$ cat src/hw/rtl/pid_speed_controller_top_macros.svh
// Assertion macros shared by the controller RTL.
`ifndef PID_SPEED_CONTROLLER_TOP_MACROS_SVH
`define PID_SPEED_CONTROLLER_TOP_MACROS_SVH

`ifndef SYNTH
// prop must hold at every rising clock edge outside reset
`define PSC_ASSERT(name, clk, rstn, prop) \
    name: assert property (@(posedge clk) disable iff (!rstn) prop) else $error("assertion failed");
// cond must never be true outside reset
`define PSC_NEVER(name, clk, rstn, cond) \
    name: assert property (@(posedge clk) disable iff (!rstn) !(cond)) else $error("forbidden condition");
`else
`define PSC_ASSERT(name, clk, rstn, prop)
`define PSC_NEVER(name, clk, rstn, cond)
`endif

`endif

$ cat src/hw/rtl/psc_pkg.sv
package psc_pkg;

    // defaults for the top-level parameters
    localparam int SPEED_WIDTH_DEF    = 16;
    localparam int GAIN_FRAC_BITS_DEF = 8;
    localparam int DRIVE_MAX_DEF      = 800;
    localparam int COMPARE_OFFSET_DEF = 200;

    localparam int GAIN_W       = 16;  // Q8.8 gain registers
    localparam int INTEG_W      = 32;  // saturating error integral
    localparam int DRIVE_FRAC_W = 8;   // fraction bits of the drive
    localparam int OUT_W        = 10;  // compare_value / drive_level
    localparam int CFG_ADDR_W   = 2;
    localparam int QUEUE_DEPTH  = 4;

    // m_tdata: compare_value, drive_level, clamped, zero fill
    localparam int M_FIELDS_W = 2 * OUT_W + 1;
    localparam int M_TDATA_W  = ((M_FIELDS_W + 7) / 8) * 8;
    localparam int M_PAD_W    = M_TDATA_W - M_FIELDS_W;

    typedef enum logic [CFG_ADDR_W-1:0] {
        REG_GAIN_P = 2'd0,
        REG_GAIN_I = 2'd1,
        REG_GAIN_D = 2'd2
    } psc_reg_idx_t;

    typedef struct packed {
        logic signed [GAIN_W-1:0] kp;
        logic signed [GAIN_W-1:0] ki;
        logic signed [GAIN_W-1:0] kd;
    } psc_gains_t;

endpackage

$ cat src/hw/rtl/psc_front.sv
module psc_front import psc_pkg::*; #(
    parameter int SPEED_WIDTH = SPEED_WIDTH_DEF,
    localparam int EW         = SPEED_WIDTH + 1,
    localparam int DW         = SPEED_WIDTH + 2,
    localparam int ENTRY_W    = EW + INTEG_W + DW
) (
    input  logic                          aclk,
    input  logic                          aresetn,
    input  logic                          s_tvalid,
    output logic                          s_tready,
    input  logic signed [SPEED_WIDTH-1:0] target_speed,
    input  logic signed [SPEED_WIDTH-1:0] measured_speed,
    input  logic                          q_full,
    output logic                          q_push,
    output logic [ENTRY_W-1:0]            q_push_data
);

    localparam int IW = (SPEED_WIDTH + 2 > INTEG_W + 1) ? SPEED_WIDTH + 2 : INTEG_W + 1;

    logic signed [INTEG_W-1:0] integral_reg, integral_next;
    logic signed [EW-1:0]      prev_err_reg, prev_err_next;
    logic signed [EW-1:0]      err;
    logic signed [DW-1:0]      derr;
    logic signed [IW-1:0]      integ_wide;
    logic [IW-INTEG_W:0]       integ_top;
    logic                      accept;

    assign s_tready = !q_full;
    assign accept   = s_tvalid && s_tready;
    assign q_push   = accept;

    assign err  = {target_speed[SPEED_WIDTH-1], target_speed}
                - {measured_speed[SPEED_WIDTH-1], measured_speed};
    assign derr = {err[EW-1], err} - {prev_err_reg[EW-1], prev_err_reg};

    assign integ_wide = {{(IW-INTEG_W){integral_reg[INTEG_W-1]}}, integral_reg}
                      + {{(IW-EW){err[EW-1]}}, err};
    assign integ_top  = integ_wide[IW-1:INTEG_W-1];

    always_comb begin
        if ((&integ_top) || !(|integ_top)) begin
            integral_next = integ_wide[INTEG_W-1:0];
        end else if (integ_wide[IW-1]) begin
            integral_next = {1'b1, {(INTEG_W-1){1'b0}}};
        end else begin
            integral_next = {1'b0, {(INTEG_W-1){1'b1}}};
        end
        prev_err_next = err;
    end

    assign q_push_data = {derr, integral_next, err};

    always_ff @(posedge aclk) begin
        if (!aresetn) begin
            integral_reg <= '0;
            prev_err_reg <= '0;
        end else if (accept) begin
            integral_reg <= integral_next;
            prev_err_reg <= prev_err_next;
        end
    end

endmodule

$ cat src/hw/rtl/psc_queue.sv
module psc_queue import psc_pkg::*; #(
    parameter int WIDTH = 8,
    parameter int DEPTH = QUEUE_DEPTH
) (
    input  logic             aclk,
    input  logic             aresetn,
    input  logic             push,
    input  logic [WIDTH-1:0] push_data,
    input  logic             pop,
    output logic [WIDTH-1:0] pop_data,
    output logic             full,
    output logic             empty
);

`include "pid_speed_controller_top_macros.svh"

    localparam int PTR_W = (DEPTH > 1) ? $clog2(DEPTH) : 1;
    localparam int CNT_W = $clog2(DEPTH + 1);

    logic [WIDTH-1:0] mem [DEPTH];
    logic [PTR_W-1:0] wr_ptr_reg, wr_ptr_next;
    logic [PTR_W-1:0] rd_ptr_reg, rd_ptr_next;
    logic [CNT_W-1:0] count_reg, count_next;

    assign full     = (count_reg == CNT_W'(DEPTH));
    assign empty    = (count_reg == '0);
    assign pop_data = mem[rd_ptr_reg];

    always_comb begin
        wr_ptr_next = wr_ptr_reg;
        rd_ptr_next = rd_ptr_reg;
        count_next  = count_reg;
        if (push) begin
            wr_ptr_next = (wr_ptr_reg == PTR_W'(DEPTH - 1)) ? '0 : wr_ptr_reg + 1'b1;
        end
        if (pop) begin
            rd_ptr_next = (rd_ptr_reg == PTR_W'(DEPTH - 1)) ? '0 : rd_ptr_reg + 1'b1;
        end
        if (push && !pop) begin
            count_next = count_reg + 1'b1;
        end else if (pop && !push) begin
            count_next = count_reg - 1'b1;
        end
    end

    always_ff @(posedge aclk) begin
        if (!aresetn) begin
            wr_ptr_reg <= '0;
            rd_ptr_reg <= '0;
            count_reg  <= '0;
        end else begin
            wr_ptr_reg <= wr_ptr_next;
            rd_ptr_reg <= rd_ptr_next;
            count_reg  <= count_next;
        end
    end

    always_ff @(posedge aclk) begin
        if (push) begin
            mem[wr_ptr_reg] <= push_data;
        end
    end

    `PSC_NEVER(a_q_no_overflow, aclk, aresetn, push && full)
    `PSC_NEVER(a_q_no_underflow, aclk, aresetn, pop && empty)

endmodule

$ cat src/hw/rtl/psc_back.sv
module psc_back import psc_pkg::*; #(
    parameter int SPEED_WIDTH    = SPEED_WIDTH_DEF,
    parameter int GAIN_FRAC_BITS = GAIN_FRAC_BITS_DEF,
    parameter int DRIVE_MAX      = DRIVE_MAX_DEF,
    parameter int COMPARE_OFFSET = COMPARE_OFFSET_DEF,
    localparam int EW            = SPEED_WIDTH + 1,
    localparam int DW            = SPEED_WIDTH + 2,
    localparam int ENTRY_W       = EW + INTEG_W + DW
) (
    input  logic                  aclk,
    input  logic                  aresetn,
    input  logic                  cfg_wr_en,
    input  logic [CFG_ADDR_W-1:0] cfg_addr,
    input  logic [GAIN_W-1:0]     cfg_wdata,
    input  logic                  q_empty,
    input  logic [ENTRY_W-1:0]    q_data,
    output logic                  q_pop,
    output logic                  m_tvalid,
    input  logic                  m_tready,
    output logic [OUT_W-1:0]      compare_value,
    output logic [OUT_W-1:0]      drive_level,
    output logic                  clamped
);

`include "pid_speed_controller_top_macros.svh"

    localparam int PW_P    = GAIN_W + EW;
    localparam int PW_I    = GAIN_W + INTEG_W;
    localparam int PW_D    = GAIN_W + DW;
    localparam int SUM_W   = ((PW_I > PW_D) ? PW_I : PW_D) + 2;
    localparam int SHL     = (GAIN_FRAC_BITS <= DRIVE_FRAC_W) ? DRIVE_FRAC_W - GAIN_FRAC_BITS : 0;
    localparam int SHR     = (GAIN_FRAC_BITS > DRIVE_FRAC_W) ? GAIN_FRAC_BITS - DRIVE_FRAC_W : 0;
    localparam int ALN_W   = SUM_W + SHL;
    localparam int DRIVE_TOP = DRIVE_MAX * (2 ** DRIVE_FRAC_W);
    localparam int DRIVE_W = $clog2(DRIVE_TOP + 1);
    localparam int INC_W   = DRIVE_W + 2;  // wide enough that saturating keeps the clamp exact
    localparam int DS_W    = DRIVE_W + 3;
    localparam int LVL_W   = DRIVE_W - DRIVE_FRAC_W;

    psc_gains_t gains_reg;

    logic signed [EW-1:0]      q_err;
    logic signed [INTEG_W-1:0] q_integ;
    logic signed [DW-1:0]      q_derr;

    // product stage
    logic                  p_valid_reg;
    logic signed [PW_P-1:0] pp_reg, pp_next;
    logic signed [PW_I-1:0] pi_reg, pi_next;
    logic signed [PW_D-1:0] pd_reg, pd_next;

    // increment stage
    logic                   s_valid_reg;
    logic signed [SUM_W-1:0] sum;
    logic signed [ALN_W-1:0] aligned;
    logic [ALN_W-INC_W:0]    aln_top;
    logic signed [INC_W-1:0] inc_reg, inc_next;

    // drive / output stage
    logic                 m_valid_reg;
    logic [DRIVE_W-1:0]   drive_reg, drive_next;
    logic [DS_W-1:0]      dsum;
    logic                 under, over;
    logic [LVL_W+OUT_W-1:0] level_ext;
    logic [OUT_W-1:0]     level_next;
    logic [OUT_W-1:0]     level_reg;
    logic [OUT_W-1:0]     compare_reg;
    logic                 clamped_reg;

    logic o_ready, s_adv, s_ready, p_adv, p_ready;

    // config writes; unknown index ignored
    always_ff @(posedge aclk) begin
        if (!aresetn) begin
            gains_reg <= '0;
        end else if (cfg_wr_en) begin
            case (cfg_addr)
                REG_GAIN_P: gains_reg.kp <= cfg_wdata;
                REG_GAIN_I: gains_reg.ki <= cfg_wdata;
                REG_GAIN_D: gains_reg.kd <= cfg_wdata;
                default: ;
            endcase
        end
    end

    // ready chain, output back to queue
    assign o_ready = !m_valid_reg || m_tready;
    assign s_adv   = s_valid_reg && o_ready;
    assign s_ready = !s_valid_reg || o_ready;
    assign p_adv   = p_valid_reg && s_ready;
    assign p_ready = !p_valid_reg || s_ready;
    assign q_pop   = !q_empty && p_ready;

    assign q_err   = q_data[EW-1:0];
    assign q_integ = q_data[EW+INTEG_W-1:EW];
    assign q_derr  = q_data[ENTRY_W-1:EW+INTEG_W];

    assign pp_next = gains_reg.kp * q_err;
    assign pi_next = gains_reg.ki * q_integ;
    assign pd_next = gains_reg.kd * q_derr;

    assign sum = SUM_W'(pp_reg) + SUM_W'(pi_reg) + SUM_W'(pd_reg);
    assign aligned = (ALN_W'(sum) <<< SHL) >>> SHR;
    assign aln_top = aligned[ALN_W-1:INC_W-1];

    always_comb begin
        if ((&aln_top) || !(|aln_top)) begin
            inc_next = aligned[INC_W-1:0];
        end else if (aligned[ALN_W-1]) begin
            inc_next = {1'b1, {(INC_W-1){1'b0}}};
        end else begin
            inc_next = {1'b0, {(INC_W-1){1'b1}}};
        end
    end

    assign dsum  = {3'b000, drive_reg} + {{(DS_W-INC_W){inc_reg[INC_W-1]}}, inc_reg};
    assign under = dsum[DS_W-1];
    assign over  = !under && (dsum > DS_W'(DRIVE_TOP));

    always_comb begin
        if (under) begin
            drive_next = '0;
        end else if (over) begin
            drive_next = DRIVE_W'(DRIVE_TOP);
        end else begin
            drive_next = dsum[DRIVE_W-1:0];
        end
    end

    assign level_ext  = {{OUT_W{1'b0}}, drive_next[DRIVE_W-1:DRIVE_FRAC_W]};
    assign level_next = level_ext[OUT_W-1:0];

    always_ff @(posedge aclk) begin
        if (!aresetn) begin
            p_valid_reg <= 1'b0;
            s_valid_reg <= 1'b0;
            m_valid_reg <= 1'b0;
            drive_reg   <= '0;
        end else begin
            if (q_pop) begin
                p_valid_reg <= 1'b1;
            end else if (p_adv) begin
                p_valid_reg <= 1'b0;
            end
            if (p_adv) begin
                s_valid_reg <= 1'b1;
            end else if (s_adv) begin
                s_valid_reg <= 1'b0;
            end
            if (s_adv) begin
                m_valid_reg <= 1'b1;
                drive_reg   <= drive_next;
            end else if (m_tready) begin
                m_valid_reg <= 1'b0;
            end
        end
    end

    always_ff @(posedge aclk) begin
        if (q_pop) begin
            pp_reg <= pp_next;
            pi_reg <= pi_next;
            pd_reg <= pd_next;
        end
        if (p_adv) begin
            inc_reg <= inc_next;
        end
        if (s_adv) begin
            level_reg   <= level_next;
            compare_reg <= level_next + OUT_W'(COMPARE_OFFSET);
            clamped_reg <= under || over;
        end
    end

    assign m_tvalid      = m_valid_reg;
    assign compare_value = compare_reg;
    assign drive_level   = level_reg;
    assign clamped       = clamped_reg;

    `PSC_ASSERT(a_drive_in_range, aclk, aresetn, drive_reg <= DRIVE_W'(DRIVE_TOP))
    `PSC_ASSERT(a_clamp_at_limit, aclk, aresetn, (m_valid_reg && clamped_reg) |-> (drive_reg == '0 || drive_reg == DRIVE_W'(DRIVE_TOP)))

endmodule

$ cat src/hw/rtl/pid_speed_controller_top.sv
// Channel   Dir  Ports                           Item
// s_        in   s_tvalid s_tready s_tdata       target/measured speed for one tick
// m_        out  m_tvalid m_tready m_tdata       PWM compare, drive level, clamp flag
// cfg_      in   cfg_wr_en cfg_addr cfg_wdata    gain register write, no handshake
//
// One item per clock sustained while m_tready is high and the back end does not stall.
// Integral and previous error update in the front in the accept cycle; the drive
// accumulator updates once per item in the last back-end stage (add + clamp).
// Reset (aresetn low, synchronous) zeroes gains, integral, previous error, drive.
// s_tready drops only when the 4-entry queue is full; m_tready low stalls the back end.
module pid_speed_controller_top import psc_pkg::*; #(
    parameter int SPEED_WIDTH    = SPEED_WIDTH_DEF,
    parameter int GAIN_FRAC_BITS = GAIN_FRAC_BITS_DEF,
    parameter int DRIVE_MAX      = DRIVE_MAX_DEF,
    parameter int COMPARE_OFFSET = COMPARE_OFFSET_DEF,
    localparam int S_TDATA_W     = ((2 * SPEED_WIDTH + 7) / 8) * 8
) (
    input  logic                  aclk,
    input  logic                  aresetn,
    // target_speed, measured_speed (low bits up), zero fill
    input  logic                  s_tvalid,
    output logic                  s_tready,
    input  logic [S_TDATA_W-1:0]  s_tdata,
    // compare_value, drive_level, clamped (low bits up), zero fill
    output logic                  m_tvalid,
    input  logic                  m_tready,
    output logic [M_TDATA_W-1:0]  m_tdata,
    input  logic                  cfg_wr_en,
    input  logic [CFG_ADDR_W-1:0] cfg_addr,
    input  logic [GAIN_W-1:0]     cfg_wdata
);

    localparam int EW      = SPEED_WIDTH + 1;
    localparam int DW      = SPEED_WIDTH + 2;
    localparam int ENTRY_W = EW + INTEG_W + DW;

    logic                   q_full, q_empty, q_push, q_pop;
    logic [ENTRY_W-1:0]     q_push_data, q_pop_data;
    logic [OUT_W-1:0]       compare_value, drive_level;
    logic                   clamped;

    // front: error, saturating integral, error delta
    psc_front #(
        .SPEED_WIDTH (SPEED_WIDTH)
    ) u_front (
        .aclk           (aclk),
        .aresetn        (aresetn),
        .s_tvalid       (s_tvalid),
        .s_tready       (s_tready),
        .target_speed   (s_tdata[SPEED_WIDTH-1:0]),
        .measured_speed (s_tdata[2*SPEED_WIDTH-1:SPEED_WIDTH]),
        .q_full         (q_full),
        .q_push         (q_push),
        .q_push_data    (q_push_data)
    );

    // decouples front from the multiply / clamp pipeline
    psc_queue #(
        .WIDTH (ENTRY_W),
        .DEPTH (QUEUE_DEPTH)
    ) u_queue (
        .aclk      (aclk),
        .aresetn   (aresetn),
        .push      (q_push),
        .push_data (q_push_data),
        .pop       (q_pop),
        .pop_data  (q_pop_data),
        .full      (q_full),
        .empty     (q_empty)
    );

    // back: gain products, aligned increment, drive accumulate + clamp
    psc_back #(
        .SPEED_WIDTH    (SPEED_WIDTH),
        .GAIN_FRAC_BITS (GAIN_FRAC_BITS),
        .DRIVE_MAX      (DRIVE_MAX),
        .COMPARE_OFFSET (COMPARE_OFFSET)
    ) u_back (
        .aclk          (aclk),
        .aresetn       (aresetn),
        .cfg_wr_en     (cfg_wr_en),
        .cfg_addr      (cfg_addr),
        .cfg_wdata     (cfg_wdata),
        .q_empty       (q_empty),
        .q_data        (q_pop_data),
        .q_pop         (q_pop),
        .m_tvalid      (m_tvalid),
        .m_tready      (m_tready),
        .compare_value (compare_value),
        .drive_level   (drive_level),
        .clamped       (clamped)
    );

    assign m_tdata = {{M_PAD_W{1'b0}}, clamped, drive_level, compare_value};

endmodule

$ cat config.mk
export PLATFORM = sky130hd
export DESIGN_NAME = pid_speed_controller_top
export DESIGN_NICKNAME = d
export VERILOG_FILES = /design/src/hw/rtl/psc_pkg.sv /design/src/hw/rtl/psc_front.sv /design/src/hw/rtl/psc_queue.sv /design/src/hw/rtl/psc_back.sv /design/src/hw/rtl/pid_speed_controller_top.sv
export VERILOG_INCLUDE_DIRS = /design/src /design/src/hw/rtl
export SDC_FILE = /design/constraint.sdc
export NUM_CORES = 2
export LEC_CHECK = 0
export ABC_AREA = 1
export BUFFER_PORTS_ARGS = -buffer_cell sky130_fd_sc_hd__buf_4
export CORE_MARGIN = 2
export CORE_UTILIZATION = 45
export CTS_CLUSTER_SIZE = 24
export DETAILED_ROUTE_END_ITERATION = 8
export HOLD_SLACK_MARGIN = 0.1
export PLACE_DENSITY = 0.67
export SLEW_MARGIN = 20
export SYNTH_ARGS = -nofsm -noshare
export SYNTH_HDL_FRONTEND = slang
export SYNTH_SLANG_ARGS = --single-unit
$ cat constraint.sdc
create_clock -name aclk -period 6.1 [get_ports aclk]
set_input_delay 0.915 -clock aclk [delete_from_list [all_inputs] [get_ports aclk]]
set_output_delay 0.915 -clock aclk [all_outputs]
set_load 0.01 [all_outputs]
-- After elaboration in Yosys (flattened, before gate mapping)
Memory sizes are Yosys's and may differ from the RTL's. A register that Yosys moved wholly into a read port is not among the register bits.
Index checks and enable logic that the tools add are counted.
- add/subtract/negate cells: 11
- multipliers: 3
- order comparisons: 1
- equality and inequality tests: 5
- mux-type cells: 20
- reduce and logical (&&, ||, !) cells: 36
- operators by type and width (kind ; count):
    2-to-1 mux 32 bit ; 2
    adder 49 x 34 -> 50 bit ; 1
    adder 33 x 48 -> 49 bit ; 1
    multiplier 16 x 32 -> 48 bit ; 1
    2-to-1 mux 20 bit ; 2
    2-to-1 mux 18 bit ; 2
    multiplier 16 x 18 -> 34 bit ; 1
    adder 32 x 17 -> 33 bit ; 1
    multiplier 16 x 17 -> 33 bit ; 1
    AND reduction 31 bit ; 1
    OR reduction 31 bit ; 1
    adder 19 x 20 -> 21 bit ; 1
    > comparator 21 x 18 -> 1 bit (second input constant) ; 1
    subtractor 17 x 17 -> 18 bit ; 1
    subtractor 16 x 16 -> 17 bit ; 1
    adder 10 x 8 -> 10 bit (second input constant) ; 1
    zero test 1 bit ; 10
    2-to-1 mux 1 bit ; 8
    2-to-1 mux 2 bit ; 4
    AND reduction 2 bit ; 4
    nonzero test 2 bit ; 4
    logical AND 1 bit ; 7
    == test 2 bit (second input constant) ; 3
    logical OR 1 bit ; 6
    9 further kinds ; 11
- flip-flop bits (word level): 281
- memory bits (writable): 268
- bits of input ports: 55
- output and inout bits: 26
- word-level logic and storage cells: 96
- memories: 1
- memories (name ; depth ; width ; rd ports ; clocked after Yosys merged registers in ; wr ports ; RTL line ; source):
    u_queue.mem ; 4 ; 67 ; 1 ; 1 ; 1 ; psc_queue.sv:20 ; logic [WIDTH-1:0] mem [DEPTH];

-- Logic depth before layout (Yosys ltp)
- depth after elaboration: 8
- depth in mapped cells: 34
- gate-level depth less buffers: 31

-- Cells and area by module
Synthesis repeated with hierarchy kept, for this count alone.
- cell total of the unflattened synthesis: 8546
- area total of the unflattened synthesis: 70356.2 sq um
- modules (own cells, without submodules) (module ; instances ; cells an instance ; area an instance (sq um)):
    psc_back ; 1 ; 6820 ; 53960.5
    psc_queue ; 1 ; 707 ; 10411.2
    psc_front ; 1 ; 1014 ; 5950.7
    pid_speed_controller_top ; 1 ; 5 ; 33.8

-- Worst setup path before layout
No wires, ideal clock.
- path kind: flip-flop to flip-flop
- start point: reg (tool-made name)
- end point: reg u_back.pi_reg[43] (data pin)
- library setup time: 265 ps
- arrival: 6368 ps
- required time: 5835 ps
- path slack: -533 ps
- cell stages (with the launch flop): 32
- buffers on the path: 3
- clock period less this slack: 6633 ps
- path through: dfxtp_1 clkbuf_1 clkbuf_1 buf_1 nand2_1 nand3_1 nand2_1 inv_1 nand2_1 fa_1 inv_1 fa_1 inv_1 fa_1 inv_1 fa_1 fa_1 inv_1 fa_1 inv_1 ha_1 nand2_1 nor2_1 nand2_1 o211ai_1 nand2_1 nand2_1 a21oi_1 o21ai_0 nand3_1 o21ai_0 xor2_1
- RTL lines (what ; RTL line ; source):
    to (signal assigned) ; psc_back.sv:162 ; pi_reg <= pi_next;
    to (decl) ; psc_back.sv:49 ; logic signed [PW_I-1:0] pi_reg, pi_next;

==> reports/results.ini <==
[status]
status=complete, but fails checks
violations=negative setup slack

[final_layout]
drive_gt1_frac=0.227
largest_reg_flops=268
nets=10600
fillCellCount=13200
fin_cells=11100
syn_to_final_growth_pct=26.5

[timing]
layout_setup_ws_ns=-0.477
rsz0062_at_grt=true
slew_headroom=0.266
finClkSkew_ns=0.0469
fmax_mhz=152
tightest_slew_ns=1.09
hold_viol=0
finalSetupViolations=67
fin_crit_sh=1.08
drv_slew=0
post-route-min-period_ns=6.58

[placement]
place_congestion=0.971
placed_cells_incl_taps=10800
portBuffers=77
hpwlAfterDp_um=183000

[critical_path]
reg2reg_slack_ns=-0.48
worst_path_most_repeated_cell=fa_1
slowest_delay_ns=0.59
crit_arrival_ns=6.99
cpMaxStageDelayCell=fa_1
r2r_cells=29
worstPathRequired_ns=6.51
path_class=reg2reg
start_kind=flip-flop
rr_endpoint=u_back.pd_reg[28]$_DFFE_PP_
worstPathMaxFanout=6
crit_path_end_kind=flip-flop

[logic_synthesis]
ys_warn_count=0
synth-async-reset-ratio=0
syn_inst=8102
synth_seq_cells=548
yosysSeqAreaShare=0.222
ys.flop_type=edfxtp_1
synth_top_area_frac=0.324
synth_common_cells=nand2_1 (1849), inv_1 (1757), fa_1 (1106)
netlist_area_um2=68300
syn_area_per_cell_um2=8.43
yosys-top-cells-area=fa_1 (32%), edfxtp_1 (19%), nand2_1 (10%)
synth_cell_type_count=59
synth_edf_count=421
synth_top_cell_by_area=fa_1
synth.most_common_cell=nand2_1

[global_routing]
antenna_found_initial=5
grt_pass1_vias=59700
grt_pass1_wl_um=346000
grt_max_degree=78
grt.total_usage=0.292
grt_overflow=0

[routing]
dr.pass1.iters=6
wl_per_cell_um=20.9
num_vias=57600
drtIter0Drc=4359
avgViaCountPerCell=5.21
routed_wl_um=231000
drc=0
drtAntennaViolNets=0

[hold_path]
min_from=u_back.drive_reg[5]$_SDFFE_PN0P_
hold_class=reg2reg
holdPathEnd=u_back.drive_reg[5]$_SDFFE_PN0P_
hold_path_depth=2

[clock_tree]
cts_root_buf=clkbuf_16
cts_tree=yes
clock_path_buffers=3
cts_max_level=3
clock_latency_ns=0.68
numCtsBuffers=69
path_clk_slew_ns=0.06
cts_hold_buf=0
cts_sinks=548

[die]
io_pins=81
die-height_um=394
start_util=0.454
rows=142
die-area_um2=155000
die_w_um=394
core-area_um2=150000

[flow_run]
cap_violations=0

## cells in the final DEF (no fill, tap or decap), types with 69 or more instances in the layout
master     instances
o21ai_0          165
dfxtp_1          125
nor2_1           693
clkbuf_16         85
buf_6            101
edfxtp_1         421
a21oi_1          275
ha_4              69
inv_2            126
nand2_1         1636
xor2_1           110
inv_1           1620
buf_4            816
fa_1            1042
nand3_1          261
ha_1             347
buf_12            75
nand2_2          160
## layer usage
layer	vias to the layer above	global-route usage	share of wire
li1	26400	-	-
met1	28500	0.376	0.40
met2	2217	0.497	0.48
met3	505	0.0450	0.074
met4	2	0.112	0.046
met5	-	0	0.000056
## through the flow
step	utilization	setup WS, ns	setup TNS [ns]	hold slack, ns	area (µm²)
2_1_floorplan	-	-0.0310	-0.0741	0.435	68600
3_3_place_gp	0.516	-0.737	-32.23	0.458	77500
3_5_place_dp	0.516	-0.749	-35.59	0.466	77500
4_1_cts	0.549	-0.419	-13.19	0.475	82600
5_1_grt	0.575	-0.650	-30.75	0.499	86400
6_report	0.575	-0.477	-18.49	0.477	86400
## cells by family after synthesis
| kind of cell | share of synthesized area |
|---|---|
| buffers and inverters | 0.112 |
| and+or+nand+nor | 0.184 |
| AOI/OAI and AO/OA | 0.0541 |
| other | 0.0000549 |
| adders and majority gates | 0.401 |
| xor gates and xnor gates | 0.0262 |
| DFF | 0.222 |
## worst max-delay path by stage
stage                   start                     endpoint  slack (ns)  depth (start not counted)
CTS                 flip-flop  u_back.pd_reg[28]$_DFFE_PP_       -0.42                         29
floorplan           flip-flop  u_back.pi_reg[43]$_DFFE_PP_       -0.03                         29
detailed placement  flip-flop  u_back.pi_reg[47]$_DFFE_PP_       -0.75                         27
finish              flip-flop  u_back.pd_reg[28]$_DFFE_PP_       -0.48                         29
global placement    flip-flop  u_back.pp_reg[32]$_DFFE_PP_       -0.74                         30
global route        flip-flop  u_back.pi_reg[47]$_DFFE_PP_       -0.65                         28
## worst max-delay path: cells and delay by family (launching register included)
kind	cells	cell delay, ns
and+or+nand+nor	7	0.62
AOI/OAI and AO/OA	3	0.51
DFF	1	0.47
buffers and inverters	11	1.25
xor gates and xnor gates	1	0.18
adders and majority gates	7	3.27
## layout make-up
| type | instances | area (µm²) | share of cell area |
|---|---|---|---|
| Multi-Input combinational cell | 5528 | 49600 | 0.574 |
| Sequential cell | 548 | 15200 | 0.176 |
| Timing Repair Buffer | 1033 | 9670 | 0.112 |
| Inverter | 1808 | 6990 | 0.0809 |
| Tap cell | 2016 | 2520 | 0.0292 |
| Clock buffer | 87 | 1870 | 0.0216 |
| Clock inverter | 39 | 514 | 0.00595 |
| Timing Repair inverter | 3 | 25.0 | 0.000290 |
| Antenna cell | 1 | 2.50 | 0.0000290 |
## what timing repair did
action                                  in CTS  in global routing
endpoints found under the setup margin      73                 75
pin swaps                                   77                266
setup buffers                               54                101
gates cloned                                13                 17
resized for setup                          480                740
Power is not shown: default switching activity piles up to over one toggle a cycle in this logic, so the estimate is an artifact.
